$ cat src/esh_pkg.sv
package esh_pkg;

  localparam int MAX_SEQ_BYTES = 8;
  localparam int LEN_W = 4;
  localparam int IDX_W = 3;
  localparam int PERIOD_W = 16;
  localparam int SEQ_W = 8 * MAX_SEQ_BYTES;
  localparam int CFG_ADDR_W = 3;
  localparam int CFG_DATA_W = 64;
  localparam int IN_DATA_W = 16;
  localparam int OUT_DATA_W = 16;

  localparam logic [1:0] CMD_START = 2'd0;
  localparam logic [1:0] CMD_RX = 2'd1;
  localparam logic [1:0] CMD_TICK = 2'd2;

  localparam logic [CFG_ADDR_W-1:0] REG_ESCAPE_BYTES = 3'd0;
  localparam logic [CFG_ADDR_W-1:0] REG_ESCAPE_LENGTH = 3'd1;
  localparam logic [CFG_ADDR_W-1:0] REG_REPLY_BYTES = 3'd2;
  localparam logic [CFG_ADDR_W-1:0] REG_REPLY_LENGTH = 3'd3;
  localparam logic [CFG_ADDR_W-1:0] REG_PERIOD_TICKS = 3'd4;

  localparam logic [SEQ_W-1:0] RST_ESCAPE_BYTES = 64'h0000_0000_337A_7E74;
  localparam logic [LEN_W-1:0] RST_ESCAPE_LENGTH = 4'd4;
  localparam logic [SEQ_W-1:0] RST_REPLY_BYTES = 64'd20;
  localparam logic [LEN_W-1:0] RST_REPLY_LENGTH = 4'd1;
  localparam logic [PERIOD_W-1:0] RST_PERIOD_TICKS = 16'd100;

  typedef struct packed {
    logic [SEQ_W-1:0] escape_bytes;
    logic [LEN_W-1:0] escape_len;
    logic [SEQ_W-1:0] reply_bytes;
    logic [LEN_W-1:0] reply_len;
    logic [PERIOD_W-1:0] period;
  } esh_cfg_t;

  typedef struct packed {
    logic go;
    logic fin;
    logic [LEN_W-1:0] len;
  } esh_burst_t;

  function automatic logic [LEN_W-1:0] clamp_len(input logic [LEN_W-1:0] len);
    clamp_len = (len > LEN_W'(MAX_SEQ_BYTES)) ? LEN_W'(MAX_SEQ_BYTES) : len;
  endfunction

endpackage

$ cat src/esh_cfg.sv
module esh_cfg (
  input  logic                                clk,
  input  logic                                rst_n,
  input  logic                                cfg_we,
  input  logic [esh_pkg::CFG_ADDR_W-1:0]      cfg_addr,
  input  logic [esh_pkg::CFG_DATA_W-1:0]      cfg_wdata,
  output esh_pkg::esh_cfg_t                   cfg
);
  import esh_pkg::*;

  logic [SEQ_W-1:0]    escape_bytes_r;
  logic [LEN_W-1:0]    escape_length_r;
  logic [SEQ_W-1:0]    reply_bytes_r;
  logic [LEN_W-1:0]    reply_length_r;
  logic [PERIOD_W-1:0] period_ticks_r;

  always_ff @(posedge clk) begin
    if (!rst_n) begin
      escape_bytes_r  <= RST_ESCAPE_BYTES;
      escape_length_r <= RST_ESCAPE_LENGTH;
      reply_bytes_r   <= RST_REPLY_BYTES;
      reply_length_r  <= RST_REPLY_LENGTH;
      period_ticks_r  <= RST_PERIOD_TICKS;
    end else if (cfg_we) begin
      case (cfg_addr)
        REG_ESCAPE_BYTES:  escape_bytes_r  <= cfg_wdata[SEQ_W-1:0];
        REG_ESCAPE_LENGTH: escape_length_r <= cfg_wdata[LEN_W-1:0];
        REG_REPLY_BYTES:   reply_bytes_r   <= cfg_wdata[SEQ_W-1:0];
        REG_REPLY_LENGTH:  reply_length_r  <= cfg_wdata[LEN_W-1:0];
        REG_PERIOD_TICKS:  period_ticks_r  <= cfg_wdata[PERIOD_W-1:0];
        default: ;
      endcase
    end
  end

  // Lengths saturate at the sequence size and a zero period counts as one tick.
  always_comb begin
    cfg.escape_bytes = escape_bytes_r;
    cfg.escape_len   = clamp_len(escape_length_r);
    cfg.reply_bytes  = reply_bytes_r;
    cfg.reply_len    = clamp_len(reply_length_r);
    cfg.period       = (period_ticks_r == '0) ? PERIOD_W'(1) : period_ticks_r;
  end

endmodule

$ cat src/esh_ctl.sv
module esh_ctl (
  input  logic                 clk,
  input  logic                 rst_n,
  input  esh_pkg::esh_cfg_t    cfg,
  input  logic                 accept,
  input  logic [1:0]           cmd,
  input  logic [7:0]           rx_byte,
  output esh_pkg::esh_burst_t  burst
);
  import esh_pkg::*;

  logic [LEN_W-1:0]    mi_r, mi_nxt;
  logic                ma_r, ma_nxt;
  logic                running_r, running_nxt;
  logic [PERIOD_W-1:0] wait_r, wait_nxt;

  logic [LEN_W-1:0]    so_mi;
  logic                so_ma;
  logic                do_so;
  logic [PERIOD_W-1:0] wait_dec;
  logic [7:0]          want;

  assign want = cfg.reply_bytes[8*mi_r[IDX_W-1:0] +: 8];
  assign wait_dec = (wait_r != '0) ? wait_r - PERIOD_W'(1) : wait_r;

  always_comb begin
    mi_nxt      = mi_r;
    ma_nxt      = ma_r;
    running_nxt = running_r;
    wait_nxt    = wait_r;
    so_mi       = mi_r;
    so_ma       = ma_r;
    do_so       = 1'b0;
    burst       = '0;
    if (accept) begin
      case (cmd)
        CMD_START: begin
          mi_nxt = '0;
          ma_nxt = 1'b1;
          so_mi  = '0;
          so_ma  = 1'b1;
          do_so  = 1'b1;
        end
        CMD_RX: begin
          if (running_r && ma_r && (mi_r < cfg.reply_len)) begin
            if (want == rx_byte) begin
              mi_nxt = mi_r + LEN_W'(1);
            end else begin
              ma_nxt = 1'b0;
            end
          end
        end
        CMD_TICK: begin
          if (running_r) begin
            if (wait_dec == '0) begin
              do_so = 1'b1;
            end else begin
              wait_nxt = wait_dec;
            end
          end
        end
        default: ;
      endcase
      // On a start or at the end of a period a full match finishes, anything else sends the escape burst.
      if (do_so) begin
        if (so_ma && (so_mi == cfg.reply_len)) begin
          running_nxt = 1'b0;
          wait_nxt    = '0;
          burst.go    = 1'b1;
          burst.fin   = 1'b1;
        end else begin
          mi_nxt      = '0;
          ma_nxt      = 1'b1;
          running_nxt = 1'b1;
          wait_nxt    = cfg.period;
          burst.go    = (cfg.escape_len != '0);
          burst.len   = cfg.escape_len;
        end
      end
    end
  end

  always_ff @(posedge clk) begin
    if (!rst_n) begin
      mi_r      <= '0;
      ma_r      <= 1'b1;
      running_r <= 1'b0;
      wait_r    <= '0;
    end else begin
      mi_r      <= mi_nxt;
      ma_r      <= ma_nxt;
      running_r <= running_nxt;
      wait_r    <= wait_nxt;
    end
  end

  a_run_wait: assert property (@(posedge clk) disable iff (!rst_n)
    running_r |-> (wait_r != '0))
    else $error("Running handshake with an expired period counter.");

  a_idle_wait: assert property (@(posedge clk) disable iff (!rst_n)
    !running_r |-> (wait_r == '0))
    else $error("Idle handshake with a live period counter.");

  a_mi_range: assert property (@(posedge clk) disable iff (!rst_n)
    mi_r <= LEN_W'(MAX_SEQ_BYTES))
    else $error("Match index beyond the reply length limit.");

endmodule

$ cat src/esh_emit.sv
module esh_emit (
  input  logic                              clk,
  input  logic                              rst_n,
  input  logic                              load,
  input  esh_pkg::esh_burst_t               burst,
  input  logic [esh_pkg::SEQ_W-1:0]         escape_bytes,
  output logic                              free,
  output logic                              out_tvalid,
  input  logic                              out_tready,
  output logic [esh_pkg::OUT_DATA_W-1:0]    out_tdata,
  output logic                              out_tlast
);
  import esh_pkg::*;

  logic             busy_r, busy_nxt;
  logic             fin_r, fin_nxt;
  logic [LEN_W-1:0] rem_r, rem_nxt;
  logic [SEQ_W-1:0] bytes_r, bytes_nxt;
  logic             last;
  logic             beat;

  assign last = fin_r || (rem_r == LEN_W'(1));
  assign beat = busy_r && out_tready;
  assign free = !busy_r || (out_tready && last);

  always_comb begin
    busy_nxt  = busy_r;
    fin_nxt   = fin_r;
    rem_nxt   = rem_r;
    bytes_nxt = bytes_r;
    if (beat) begin
      rem_nxt   = rem_r - LEN_W'(1);
      bytes_nxt = bytes_r >> 8;
      if (last) begin
        busy_nxt = 1'b0;
      end
    end
    if (load && burst.go) begin
      busy_nxt  = 1'b1;
      fin_nxt   = burst.fin;
      rem_nxt   = burst.fin ? LEN_W'(1) : burst.len;
      bytes_nxt = escape_bytes;
    end
  end

  always_ff @(posedge clk) begin
    if (!rst_n) begin
      busy_r <= 1'b0;
      fin_r  <= 1'b0;
      rem_r  <= '0;
    end else begin
      busy_r <= busy_nxt;
      fin_r  <= fin_nxt;
      rem_r  <= rem_nxt;
    end
  end

  always_ff @(posedge clk) begin
    bytes_r <= bytes_nxt;
  end

  assign out_tvalid = busy_r;
  assign out_tlast  = last;
  assign out_tdata  = {(OUT_DATA_W-10)'(0), fin_r, !fin_r,
                       fin_r ? 8'h00 : bytes_r[7:0]};

  a_load_free: assert property (@(posedge clk) disable iff (!rst_n)
    (load && burst.go) |-> free)
    else $error("New burst loaded over one still in flight.");

  a_rem_range: assert property (@(posedge clk) disable iff (!rst_n)
    (busy_r && !fin_r) |-> ((rem_r != '0) && (rem_r <= LEN_W'(MAX_SEQ_BYTES))))
    else $error("Burst byte count out of range.");

  a_last_ends: assert property (@(posedge clk) disable iff (!rst_n)
    (beat && last && !load) |=> !busy_r)
    else $error("Burst continued past its last transaction.");

endmodule

$ cat src/escape_sequence_handshake_core.sv
// Channel | Direction | tdata bits (low to high)             | tlast | tuser
// in_     | slave     | cmd[1:0], rx_byte[9:2]                | -     | -
// out_    | master    | tx_byte[7:0], tx_valid[8], finished[9] | last  | -
// cfg_    | write     | index 0..4, data up to 64 bits         | -     | -
// An input transaction is processed in the cycle it is accepted; a start or a
// period end loads a burst of up to eight results, one per cycle unless stalled.
// Input is accepted whenever the result register is empty or is giving up its
// last transaction in the same cycle, so a new burst can follow without a gap.
// Results are stalled by out_tready; the inputs then wait behind the burst.
// Reset is synchronous on rst_n and restores the register defaults.
module escape_sequence_handshake_core (
  input  logic                              clk,
  input  logic                              rst_n,
  input  logic                              cfg_we,
  input  logic [esh_pkg::CFG_ADDR_W-1:0]    cfg_addr,
  input  logic [esh_pkg::CFG_DATA_W-1:0]    cfg_wdata,
  input  logic                              in_tvalid,
  output logic                              in_tready,
  input  logic [esh_pkg::IN_DATA_W-1:0]     in_tdata,   // cmd, rx_byte
  output logic                              out_tvalid,
  input  logic                              out_tready,
  output logic [esh_pkg::OUT_DATA_W-1:0]    out_tdata,  // tx_byte, tx_valid, finished
  output logic                              out_tlast
);
  import esh_pkg::*;

  esh_cfg_t   cfg;
  esh_burst_t burst;
  logic       free;
  logic       accept;

  assign in_tready = free;
  assign accept    = in_tvalid && in_tready;

  esh_cfg u_cfg (
    .clk       (clk),
    .rst_n     (rst_n),
    .cfg_we    (cfg_we),
    .cfg_addr  (cfg_addr),
    .cfg_wdata (cfg_wdata),
    .cfg       (cfg)
  );

  esh_ctl u_ctl (
    .clk     (clk),
    .rst_n   (rst_n),
    .cfg     (cfg),
    .accept  (accept),
    .cmd     (in_tdata[1:0]),
    .rx_byte (in_tdata[9:2]),
    .burst   (burst)
  );

  esh_emit u_emit (
    .clk          (clk),
    .rst_n        (rst_n),
    .load         (accept),
    .burst        (burst),
    .escape_bytes (cfg.escape_bytes),
    .free         (free),
    .out_tvalid   (out_tvalid),
    .out_tready   (out_tready),
    .out_tdata    (out_tdata),
    .out_tlast    (out_tlast)
  );

endmodule
$ cat config.mk
export PLATFORM = sky130hd
export DESIGN_NAME = escape_sequence_handshake_core
export DESIGN_NICKNAME = d
export VERILOG_FILES = /design/src/esh_pkg.sv /design/src/esh_cfg.sv /design/src/esh_ctl.sv /design/src/esh_emit.sv /design/src/escape_sequence_handshake_core.sv
export SDC_FILE = /design/constraint.sdc
export NUM_CORES = 1
export LEC_CHECK = 0
export BUFFER_PORTS_ARGS = -buffer_cell sky130_fd_sc_hd__buf_2
export CORE_ASPECT_RATIO = 0.6
export CORE_MARGIN = 2
export CORE_UTILIZATION = 50
export DETAILED_ROUTE_END_ITERATION = 8
export MAX_ROUTING_LAYER = met4
export PLACE_DENSITY = 0.79
export SLEW_MARGIN = 20
export SYNTH_ARGS = -nofsm -noshare
export SYNTH_HDL_FRONTEND = slang
export SYNTH_HIERARCHICAL = 1
export SYNTH_SLANG_ARGS = --single-unit
$ cat constraint.sdc
create_clock -name clk -period 6.2 [get_ports clk]
set_input_delay 1.24 -clock clk [delete_from_list [all_inputs] [get_ports clk]]
set_output_delay 1.24 -clock clk [all_outputs]
set_load 0.02 [all_outputs]
==> run summary, run 1 <==
Clock buffer depth: 3
Root buffer cell: clkbuf_16
Layout cells sized above 1: 13.5%
Crit path launch type: flop
Hold_buf cts: 0
Gate Count Post-Synth: 1300
Max incr delay on CP: 0.84 ns
Slew margin rel.: 28.8%
Post-synth EDFFs: 64
Die Width: 198 um
Setup violators final: 0
Total Die Area: 23800 um^2
Synth Flop Type: dfxtp_1
Critical path origin: u_ctl/wait_r[1]$_SDFFE_PN0P_
Post-synth top area cell: dfxtp_1
Post-CTS Resized: 0
TNS Setup: 0 ns
Final WL: 30.0 mm
Fill cells: 1970
Rows: 42
CTS Buf Count: 23
Reg2reg setup slack: 1.15 ns
Vias in the first global route: 8380
Number of synthesized register bits: 244
Clock-pin slew on the worst setup and hold paths: 0.07 ns
Post-route clock period utilization: 81.5%
Sw Share: 25.9%
DR DRC count: 0
Peak Freq: 0.198 GHz
ANT nets after route: 0
DRT iter0 DRCs: 1050
PortBufs: 94
Psw: 906 uW
Drt via density: 5.77
Hold endpoint: u_cfg/escape_bytes_r[58]$_SDFFE_PN0P_
Critical R2R Launch: u_ctl/wait_r[1]$_SDFFE_PN0P_
Reg-to-Reg End: u_emit/bytes_r[52]$_DFFE_PP_
First-pass GRT wire length: 46.7 mm
Mapped Area: 11300 um^2
Top cells by count, synth: 419 x nand2_1, 180 x dfxtp_1, 100 x nand3_1
Post-DP HPWL: 20.3 mm
P_int: 2590 uW
Outcome: finished, final reports clean
Async SR Flop Fraction: 0%
Clock Latency Late Sink: 0.52 ns
Seq/Total Area, Yosys: 49.0%
Overall via count from detail_route: 9353
Yosys warning total: 6
Pwr dens: 283 nW/um^2
Final number of hold-violating endpoints: 0
Top-count cell post-synth: nand2_1
Crit path max-delay family: simple AND/OR/NAND/NOR gates
IO Pins: 107
GR Overflow Total: 0
Maxcap violations: 0
RSZ-0062 raised after global routing: false
Part of the power in combinational logic: 11.1%
Max VDD drop: 185 uV
Worst-case reg-to-reg path depth: 13
Clock share of power: 39.9%
CTS tree: done
Crit-path cells: inv_1, ha_1, nor4b_1, nand4_1, mux2_2, a31oi_1, nand4_4, nand2_1, nand2_1, a21oi_1, nand2_2, nand2_2, buf_4
Drt pass-1 iters: 5
Worst Path Arrival: 5.18 ns
Slowest stage cell, crit path: a21oi_1
Max-slew violation total from the final report: 0
Worst slew pin tran: 1.07 ns
Max Fanout on Critical Path: 64
Clock Skew: 0.0223 ns
Buf/Inv on CP: 2
CTS H-tree depth: 1
Nets: 1413
ANT cells: 0
Min-delay src: u_cfg/escape_bytes_r[58]$_SDFFE_PN0P_
Hold path depth: 2
Final Wtd Congestion: 0.901
WS Path Type: flop to flop
Tmin final: 5.05 ns
Largest net degree at the start of global routing: 139
Worst setup EP type: flop
Core area: 22100 um^2
Mapped Avg Cell Area: 8.67 um^2
Leakage power: 0.00498 uW
Starting Density: 51.1%
Worst EP required: 6.33 ns
Worst min-delay path category: flop to flop
Initial antenna violation count: 0
Synthesis-to-finish area growth: 9.88%
Yosys top cell area share: 32.0%
Die H: 120 um
# clock sinks: 244
Part of the power in registers: 49.0%
Drt wl/cell: 18.5 um
Post-layout util: 56.1%
Post-CTS setup buffers: 0
Ranking of synthesized cells by area: dfxtp_1 32%, edfxtp_1 17%, nand2_1 14%, nand3_1 4.4%, o21ai_0 3.7%
All-Layer GR Usage: 25.8%
Netlist cell types: 70
metal layers:
metal / vias up / share of wire, % / GRT usage, %
met5: - / 0 / -
met4: 0 / 1.6 / 4.32
met3: 41 / 9.7 / 4.91
met2: 404 / 42 / 35.7
met1: 4444 / 47 / 39.5
li1: 4464 / - / -
kinds of logic (layout without fill, tap and decap cells):
logic type	Yosys count	in the layout	synth area share [%]
compound gates	213	213	12.3
xor+xnor	19	19	1.48
simple gates	651	651	26.2
buf+inv	129	159	5.64
mux	36	36	4.59
other cells	1	6	0.0333
flops	244	244	49.0
fa+ha+maj	7	7	0.777
worst reg2reg max path: stages, from the launching register on:
cell and delay (ns):
dfxtp_1 0.37, inv_1 0.08, ha_1 0.43, nor4b_1 0.56, nand4_1 0.21, mux2_2 0.33, a31oi_1 0.31, nand4_4 0.27
nand2_1 0.20, nand2_1 0.11, a21oi_1 0.84, nand2_2 0.12, nand2_2 0.09, buf_4 0.68
layout make-up:
type / instances / area, um^2 / share of cell area (%)
Clock buffer: 30 / 642 / 5.18
Clock inverter: 12 / 97.6 / 0.788
Timing Repair Buffer: 104 / 552 / 4.46
Inverter: 13 / 48.8 / 0.394
Sequential cell: 244 / 5530 / 44.6
Tap cell: 286 / 358 / 2.89
Multi-Input combinational cell: 932 / 5160 / 41.7
flip-flops by register name (all words and copies together), names as in the netlist:
| register | cells |
|---|---|
| u_ctl/wait_r | 16 |
| u_ctl/ma_r | 1 |
| u_ctl/running_r | 1 |
| u_emit/out_tvalid | 1 |
| u_emit/bytes_r | 64 |
| u_cfg/reply_bytes_r | 64 |
| u_ctl/mi_r | 4 |
| u_cfg/escape_length_r | 4 |
| u_cfg/escape_bytes_r | 64 |
| u_cfg/period_ticks_r | 16 |
| u_emit/rem_r | 4 |
| u_cfg/reply_length_r | 4 |
| u_emit/fin_r | 1 |
metrics by stage:
| stage | setup slack [ns] | area, um^2 | hold WS (ns) | power [uW] | instances |
|---|---|---|---|---|---|
| 4_1_cts | 1.32 | 12400 | 0.454 | 3510 | 1621 |
| 6_report | 1.15 | 12400 | 0.453 | 3500 | 1621 |
| 3_5_place_dp | 1.36 | 11600 | 0.444 | 2130 | 1579 |
| 2_1_floorplan | 1.40 | 11300 | 0.431 | 2010 | 1305 |
| 3_3_place_gp | 1.27 | 11600 | 0.437 | 2130 | 1579 |
| 5_1_grt | 0.817 | 12400 | 0.471 | 3620 | 1621 |
how the worst max path moves through the flow:
stage / to / slack, ns / depth (start not counted)
2_1_floorplan: u_emit/bytes_r[0]$_DFFE_PP_ / 1.40 / 11
3_3_place_gp: u_emit/rem_r[3]$_SDFFE_PN0P_ / 1.27 / 14
3_5_place_dp: u_emit/rem_r[3]$_SDFFE_PN0P_ / 1.36 / 14
4_1_cts: u_emit/bytes_r[55]$_DFFE_PP_ / 1.32 / 13
5_1_grt: u_emit/rem_r[3]$_SDFFE_PN0P_ / 0.82 / 14
6_report: u_emit/bytes_r[52]$_DFFE_PP_ / 1.15 / 13
power by group through the flow:
| stage | clock (uW) | combinational, uW | sequential, uW |
|---|---|---|---|
| after global placement | 0 | 379 | 1750 |
| after detailed placement | 0 | 381 | 1750 |
| final | 1400 | 388 | 1710 |
| after floorplan | 0 | 273 | 1730 |
| after CTS | 1410 | 382 | 1710 |
| after global routing | 1470 | 430 | 1720 |
cell usage in the layout (no fill, tap or decap), drive strengths merged, types with 3 or more instances in the layout:
| cell | instances |
|---|---|
| buf | 104 |
| or3 | 5 |
| ha | 7 |
| a221oi | 6 |
| xor2 | 17 |
| clkinv | 8 |
| nor2 | 24 |
| conb | 6 |
| mux4 | 12 |
| edfxtp | 64 |
| and3 | 17 |
| and2 | 3 |
| o22ai | 5 |
| nor2b | 21 |
| o21a | 3 |
| nand3b | 4 |
| a21oi | 18 |
| clkbuf | 30 |
| mux2 | 5 |
| a21boi | 61 |
| a31oi | 7 |
| nand4 | 11 |
| nand3 | 100 |
| a21o | 4 |
| dfxtp | 180 |
| nand2 | 419 |
| o31ai | 3 |
| inv | 16 |
| nand2b | 4 |
| nor3 | 11 |
| nor4b | 3 |
| nor4 | 12 |
| o21ai | 83 |
| or4 | 3 |
| a211oi | 4 |
| mux2i | 19 |
(Power assumes the default switching activity.)
==> inputs of run 2 (changes only) <==
--- a/config.mk
+++ b/config.mk
@@ -11,7 +11,7 @@
 export CORE_UTILIZATION = 50
 export DETAILED_ROUTE_END_ITERATION = 8
 export MAX_ROUTING_LAYER = met4
-export PLACE_DENSITY = 0.79
+export PLACE_DENSITY = 0.82
 export SLEW_MARGIN = 20
 export SYNTH_ARGS = -nofsm -noshare
 export SYNTH_HDL_FRONTEND = slang
==> constraint.sdc (replaced) <==
create_clock -name clk -period 4.2 [get_ports clk]
set_input_delay 0.84 -clock clk [delete_from_list [all_inputs] [get_ports clk]]
set_output_delay 0.84 -clock clk [all_outputs]
set_load 0.02 [all_outputs]
==> run summary, run 2 (synthesized netlist as in run 1, its figures left out) <==
Outcome: finished, final reports clean (unchanged)
Post-layout util: 56.9% (was 56.1%)
Largest net degree at the start of global routing: 96 (was 139)
Root buffer cell: clkbuf_16 (unchanged)
CTS H-tree depth: 1 (unchanged)
Slowest stage cell, crit path: a31oi_1 (was a21oi_1)
Footprint of the multi-input gates: 5160 um^2 (about the same)
GR Overflow Total: 0 (unchanged)
Peak Freq: 0.248 GHz (was 0.198 GHz)
Slew margin rel.: 27.9% (was 28.8%)
Rows: 42 (unchanged)
Die Width: 198 um (unchanged)
Top flop regs: u_cfg/escape_bytes_r x64, u_cfg/reply_bytes_r x64, u_emit/bytes_r x64 (unchanged)
Worst slew pin tran: 1.08 ns (was 1.07 ns)
Reg-to-Reg End: u_emit/bytes_r[39]$_DFFE_PP_ (was u_emit/bytes_r[52]$_DFFE_PP_)
Part of the power in registers: 48.2% (was 49.0%)
CTS Buf Count: 23 (unchanged)
Final WL: 31.0 mm (was 30.0 mm)
Buf/Inv on CP: 3 (was 2)
Worst path depth: 14 (was 13)
ANT nets after route: 0 (unchanged)
Critical R2R Launch: u_ctl/wait_r[1]$_SDFFE_PN0P_ (unchanged)
WS Path Type: flop to flop (unchanged)
Layout cells sized above 1: 14.3% (was 13.5%)
Worst EP required: 4.44 ns (was 6.33 ns)
Final number of hold-violating endpoints: 0 (unchanged)
Reg2reg setup slack: 0.17 ns (was 1.15 ns)
CTS tree: done (unchanged)
Psw: 1350 uW (was 906 uW)
Critical path origin: u_ctl/wait_r[1]$_SDFFE_PN0P_ (unchanged)
Starting Density: 51.1% (unchanged)
DR DRC count: 0 (unchanged)
IO Pins: 107 (unchanged)
P_int: 3900 uW (was 2590 uW)
Part of the power in combinational logic: 11.5% (was 11.1%)
Tmin final: 4.03 ns (was 5.05 ns)
PortBufs: 94 (unchanged)
Drt pass-1 iters: 5 (unchanged)
Post-CTS Resized: 0 (unchanged)
Max Fanout on Critical Path: 31 (was 64)
Maxcap violations: 0 (unchanged)
Hold_ws: 0.451 ns (was 0.453 ns)
Max incr delay on CP: 0.48 ns (was 0.84 ns)
Total Die Area: 23800 um^2 (unchanged)
Post-DP HPWL: 21.3 mm (was 20.3 mm)
Final Wtd Congestion: 0.871 (was 0.901)
TNS Setup: 0 ns (unchanged)
Most frequent cells in the layout: 417 x nand2_1, 180 x dfxtp_1, 100 x nand3_1, 93 x buf_2, 83 x o21ai_0 (unchanged)
Worst-case reg-to-reg path depth: 14 (was 13)
Worst min-delay path category: flop to flop (unchanged)
Vias in the first global route: 8389 (was 8380)
Fill cells: 1939 (was 1970)
Crit-path cells: inv_1, ha_1, inv_1, or3_1, or3_1, a31oi_1, nand4_4, nand2_1, nand2_1, a21oi_2, nand2_2, buf_4, nand2_1, nand2_1 (was inv_1, ha_1, nor4b_1, nand4_1, mux2_2, a31oi_1, nand4_4, nand2_1, nand2_1, a21oi_1, nand2_2, nand2_2, buf_4)
Hold_buf cts: 0 (unchanged)
First-pass GRT wire length: 47.1 mm (was 46.7 mm)
Worst setup EP type: flop (unchanged)
Clock share of power: 40.4% (was 39.9%)
CP most frequent cell: nand2_1
Max VDD drop: 265 uV (was 185 uV)
Post-route clock period utilization: 96.0% (was 81.5%)
Sw Share: 25.7% (was 25.9%)
Leakage power: 0.00505 uW (was 0.00498 uW)
Hold path depth: 2 (unchanged)
Post-CTS setup buffers: 0 (unchanged)
Drt via density: 5.80 (was 5.77)
Nets: 1427 (was 1413)
Crit path max-delay family: simple AND/OR/NAND/NOR gates (unchanged)
Synthesis-to-finish area growth: 11.4% (was 9.88%)
Pwr dens: 418 nW/um^2 (was 283 nW/um^2)
Core area: 22100 um^2 (unchanged)
Clock-pin slew on the worst setup and hold paths: 0.06 ns (was 0.07 ns)
Clock buffer depth: 3 (unchanged)
Drt wl/cell: 19.0 um (was 18.5 um)
# clock sinks: 244 (unchanged)
Clock Skew: 0.0170 ns (was 0.0223 ns)
RSZ-0062 raised after global routing: false (unchanged)
Reg area: 5530 um^2 (unchanged)
All-Layer GR Usage: 26.2% (was 25.8%)
Clock Latency Late Sink: 0.51 ns (was 0.52 ns)
Setup violators final: 0 (unchanged)
Crit path launch type: flop (unchanged)
Initial antenna violation count: 1 (was 0)
Overall via count from detail_route: 9478 (was 9353)
DRT iter0 DRCs: 1084 (was 1050)
Worst Path Arrival: 4.27 ns (was 5.18 ns)
Most common cell after layout, fill and taps aside: nand2_1 (unchanged)
Die H: 120 um (unchanged)
Max-slew violation total from the final report: 0 (unchanged)
Crit path to: u_emit/bytes_r[39]$_DFFE_PP_ (was u_emit/bytes_r[52]$_DFFE_PP_)
==> run 2: cell count changes in the layout (fill, tap and decap cells not counted), sizes merged <==
cell	delta
buf	+14
clkbuf	-4
bufinv	+2
clkinvlp	+2
inv	-2
clkinv	+1
diode	+1
==> run 2: how the worst min path moves through the flow <==
stage | start | to | slack (ns)
4_1_cts | u_cfg/escape_bytes_r[57]$_SDFFE_PN0P_ | u_cfg/escape_bytes_r[57]$_SDFFE_PN0P_ | 0.45
3_3_place_gp | u_cfg/escape_bytes_r[61]$_SDFFE_PN0P_ | u_cfg/escape_bytes_r[61]$_SDFFE_PN0P_ | 0.44
2_1_floorplan | u_cfg/escape_bytes_r[56]$_SDFFE_PN0P_ | u_cfg/escape_bytes_r[56]$_SDFFE_PN0P_ | 0.43
5_1_grt | u_cfg/escape_bytes_r[36]$_SDFFE_PN0P_ | u_cfg/escape_bytes_r[36]$_SDFFE_PN0P_ | 0.47
3_5_place_dp | u_cfg/escape_bytes_r[57]$_SDFFE_PN0P_ | u_cfg/escape_bytes_r[57]$_SDFFE_PN0P_ | 0.44
6_report | u_cfg/escape_bytes_r[60]$_SDFFE_PN0P_ | u_cfg/escape_bytes_r[60]$_SDFFE_PN0P_ | 0.45
==> run 2: power by group through the flow <==
stage                     registers (uW)  logic (uW)  clock network (uW)
after CTS                           2530         587                2130
after detailed placement            2580         583                   0
after global placement              2580         577                   0
after floorplan                     2560         403                   0
after global routing                2540         651                2230
final                               2530         603                2120
==> run 2: cell type report <==
cell class / instances / share of cell area [%]
antenna: 1 / 0.0199
multi-input combinational: 932 / 41.1
clock inverter: 15 / 1.23
tap: 286 / 2.85
timing repair buffer: 118 / 5.63
inverter: 13 / 0.389
clock buffer: 26 / 4.75
sequential: 244 / 44.0
==> run 2: tightest hold or removal path, stage by stage, from the launching register on <==
cell	delay (ns)
dfxtp_1	0.31
nand2_1	0.05
a21boi_1	0.05
==> run 2: through the flow <==
| step | power, uW | area, um^2 | setup WS, ns | std cells |
|---|---|---|---|---|
| after floorplan | 2960 | 11300 | 0.226 | 1305 |
| after global placement | 3150 | 11800 | 0.282 | 1593 |
| after detailed placement | 3160 | 11800 | 0.232 | 1593 |
| after CTS | 5250 | 12500 | 0.189 | 1634 |
| after global routing | 5420 | 12600 | 0.0427 | 1635 |
| final | 5250 | 12600 | 0.169 | 1635 |
==> run 2: per-layer routing <==
metal  vias up  track usage, %  share of wire (%)  wire length (um)
li1       4493               -                  -                 -
met1      4493            39.2                 45             14000
met2       460            36.6                 42             13200
met3        32            6.50                 11              3450
met4         0            3.24                1.1               335
met5         -               -                  0                 0
==> inputs of run 3 (changes only) <==
--- a/config.mk
+++ b/config.mk
@@ -5,13 +5,14 @@
 export SDC_FILE = /design/constraint.sdc
 export NUM_CORES = 1
 export LEC_CHECK = 0
-export BUFFER_PORTS_ARGS = -buffer_cell sky130_fd_sc_hd__buf_2
+export BUFFER_PORTS_ARGS = -buffer_cell sky130_fd_sc_hd__buf_4
 export CORE_ASPECT_RATIO = 0.6
 export CORE_MARGIN = 2
 export CORE_UTILIZATION = 50
 export DETAILED_ROUTE_END_ITERATION = 8
 export MAX_ROUTING_LAYER = met4
 export PLACE_DENSITY = 0.82
+export SKIP_CTS_REPAIR_TIMING = 1
 export SLEW_MARGIN = 20
 export SYNTH_ARGS = -nofsm -noshare
 export SYNTH_HDL_FRONTEND = slang
==> run summary, run 3 (synthesized netlist as in run 1, its figures left out) <==
Slew margin rel.: 28.6% (was 27.9%)
Rows: 42 (unchanged)
Clock buffer depth: 3 (unchanged)
RSZ-0062 raised after global routing: false (unchanged)
Initial antenna violation count: 1 (unchanged)
Max VDD drop: 263 uV (was 265 uV)
Layout cells sized above 1: 14.9% (was 14.3%)
TNS Setup: 0 ns (unchanged)
Drt via density: 5.77 (was 5.80)
Nets: 1440 (was 1427)
Part of the power in registers: 47.5% (was 48.2%)
Crit path launch type: flop (unchanged)
Worst setup EP type: flop (unchanged)
Part of the power in combinational logic: 12.0% (was 11.5%)
Post-DP HPWL: 21.5 mm (was 21.3 mm)
Root buffer cell: clkbuf_16 (unchanged)
All-Layer GR Usage: 26.6% (was 26.2%)
PortBufs: 94 (unchanged)
IO Pins: 107 (unchanged)
Core area: 22100 um^2 (unchanged)
Starting Density: 51.1% (unchanged)
Worst-case reg-to-reg path depth: 15 (was 14)
Final number of hold-violating endpoints: 0 (unchanged)
Crit path to: u_emit/bytes_r[38]$_DFFE_PP_ (was u_emit/bytes_r[39]$_DFFE_PP_)
Maxcap violations: 0 (unchanged)
Die Width: 198 um (unchanged)
First-pass GRT wire length: 47.9 mm (was 47.1 mm)
Sw Share: 24.8% (was 25.7%)
Largest net degree at the start of global routing: 104 (was 96)
Clock Latency Late Sink: 0.52 ns (was 0.51 ns)
DR DRC count: 0 (unchanged)
Final WL: 30.7 mm (was 31.0 mm)
Critical R2R Launch: u_ctl/wait_r[1]$_SDFFE_PN0P_ (unchanged)
Final Non-Filler Cells: 1650 (was 1635)
Psw: 1320 uW (was 1350 uW)
Die H: 120 um (unchanged)
# clock sinks: 244 (unchanged)
Worst EP required: 4.55 ns (was 4.44 ns)
P_int: 4000 uW (was 3900 uW)
Crit path max-delay family: simple AND/OR/NAND/NOR gates (unchanged)
Most common cell after layout, fill and taps aside: nand2_1 (unchanged)
Clock share of power: 40.5% (was 40.4%)
Max incr delay on CP: 0.43 ns (was 0.48 ns)
Top flop regs: u_cfg/escape_bytes_r x64, u_cfg/reply_bytes_r x64, u_emit/bytes_r x64 (unchanged)
Placed insts: 1606 (was 1593)
Synthesis-to-finish area growth: 14.5% (was 11.4%)
CTS Buf Count: 23 (unchanged)
Pwr dens: 412 nW/um^2 (was 418 nW/um^2)
Slowest stage cell, crit path: ha_1 (was a31oi_1)
ANT nets after route: 0 (unchanged)
Clock-pin slew on the worst setup and hold paths: 0.07 ns (was 0.06 ns)
Fill cells: 1888 (was 1939)
Max-slew violation total from the final report: 0 (unchanged)
Reg2reg setup slack: 0.45 ns (was 0.17 ns)
Reg-to-Reg End: u_emit/bytes_r[38]$_DFFE_PP_ (was u_emit/bytes_r[39]$_DFFE_PP_)
Worst path depth: 15 (was 14)
Drt pass-1 iters: 5 (unchanged)
Overall via count from detail_route: 9523 (was 9478)
CTS H-tree depth: 1 (unchanged)
Max Fanout on Critical Path: 48 (was 31)
Crit-path cells: inv_1, ha_1, inv_1, or3_1, or3_1, a31oi_1, nand4_4, nand2_1, nand2_1, a21oi_1, buf_4, and2_2, buf_12, nand2_1, nand2_1 (was inv_1, ha_1, inv_1, or3_1, or3_1, a31oi_1, nand4_4, nand2_1, nand2_1, a21oi_2, nand2_2, buf_4, nand2_1, nand2_1)
Critical path origin: u_ctl/wait_r[1]$_SDFFE_PN0P_ (unchanged)
Most frequent cells in the layout: 417 x nand2_1, 179 x dfxtp_1, 126 x buf_4, 100 x nand3_1, 83 x o21ai_0 (was 417 x nand2_1, 180 x dfxtp_1, 100 x nand3_1, 93 x buf_2, 83 x o21ai_0)
Worst Path Arrival: 4.10 ns (was 4.27 ns)
CP most frequent cell: nand2_1 (unchanged)
Outcome: finished, final reports clean (unchanged)
DRT iter0 DRCs: 1316 (was 1084)
Final Wtd Congestion: 0.917 (was 0.871)
GR Overflow Total: 0 (unchanged)
Tmin final: 3.75 ns (was 4.03 ns)
Peak Freq: 0.267 GHz (was 0.248 GHz)
Post-route clock period utilization: 89.2% (was 96.0%)
Place WS: 0.584 ns (was 0.232 ns)
Vias in the first global route: 8700 (was 8389)
Total Power: 5320 uW (was 5250 uW)
Total Die Area: 23800 um^2 (unchanged)
WS Path Type: flop to flop (unchanged)
Drt wl/cell: 18.6 um (was 19.0 um)
Clock Skew: 0.0146 ns (was 0.0170 ns)
Worst slew pin tran: 1.06 ns (was 1.08 ns)
CTS tree: done (unchanged)
Worst min-delay path category: flop to flop (unchanged)
Leakage power: 0.00521 uW (was 0.00505 uW)
Setup violators final: 0 (unchanged)
Post-route setup slack: 0.454 ns (was 0.169 ns)
Buf/Inv on CP: 4 (was 3)
## run 3: cell types whose count changed in the layout (fill, tap and decap cells not counted), sizes merged
cell / change
diode: +2
clkbuf: +5
buf: +13
clkinv: -5
inv: +1
bufinv: +1
clkinvlp: -2
## run 3: worst min path at each step
stage | endpoint | startpoint | cells past startpoint
floorplan | u_cfg/escape_bytes_r[56]$_SDFFE_PN0P_ | u_cfg/escape_bytes_r[56]$_SDFFE_PN0P_ | 2
global placement | u_cfg/escape_bytes_r[56]$_SDFFE_PN0P_ | u_cfg/escape_bytes_r[56]$_SDFFE_PN0P_ | 2
detailed placement | u_cfg/escape_bytes_r[62]$_SDFFE_PN0P_ | u_cfg/escape_bytes_r[62]$_SDFFE_PN0P_ | 2
CTS | u_cfg/escape_bytes_r[62]$_SDFFE_PN0P_ | u_cfg/escape_bytes_r[62]$_SDFFE_PN0P_ | 2
global route | u_cfg/escape_bytes_r[49]$_SDFFE_PN0P_ | u_cfg/escape_bytes_r[49]$_SDFFE_PN0P_ | 2
finish | u_cfg/escape_bytes_r[62]$_SDFFE_PN0P_ | u_cfg/escape_bytes_r[62]$_SDFFE_PN0P_ | 2
## run 3: power by group through the flow
| stage | combinational [uW] | sequential (uW) | clock, uW |
|---|---|---|---|
| after global placement | 617 | 2580 | 0 |
| after CTS | 626 | 2530 | 2180 |
| after detailed placement | 622 | 2580 | 0 |
| after global routing | 692 | 2530 | 2280 |
| final | 640 | 2530 | 2150 |
| after floorplan | 403 | 2560 | 0 |
## run 3: worst min-delay path: cells and delay by family (launching register included)
family / cells / cell delay [ns]
DFF: 1 / 0.31
AOI/OAI and AO/OA: 1 / 0.05
and+or+nand+nor: 1 / 0.05
## run 3: layout make-up
| class | instances | area, um^2 | share of cell area [%] |
|---|---|---|---|
| well taps | 286 | 358 | 2.77 |
| diodes | 3 | 7.51 | 0.0582 |
| inverters | 13 | 48.8 | 0.378 |
| multi-input cells | 932 | 5160 | 40.0 |
| clock inverters | 10 | 156 | 1.21 |
| flip-flops and latches | 244 | 5530 | 42.8 |
| clock buffers | 31 | 609 | 4.72 |
| repair buffers | 131 | 1040 | 8.04 |
## run 3: per-stage QoR
stage / cell area, um^2 / util, % / hold WS, ns
final: 12900 / 58.5 / 0.452
after global routing: 12900 / 58.5 / 0.468
after CTS: 12900 / 58.4 / 0.452
after detailed placement: 12100 / 54.9 / 0.443
after global placement: 12100 / 54.9 / 0.438
after floorplan: 11300 / - / 0.431
## run 3: per-layer routing
layer / vias to the layer above / share of wire (%) / GRT usage [%]
met1: 4514 / 46 / 39.6
met4: 0 / 1.5 / 5.78
met2: 442 / 42 / 36.4
met3: 46 / 11 / 6.36
met5: - / 0 / -
li1: 4521 / - / -
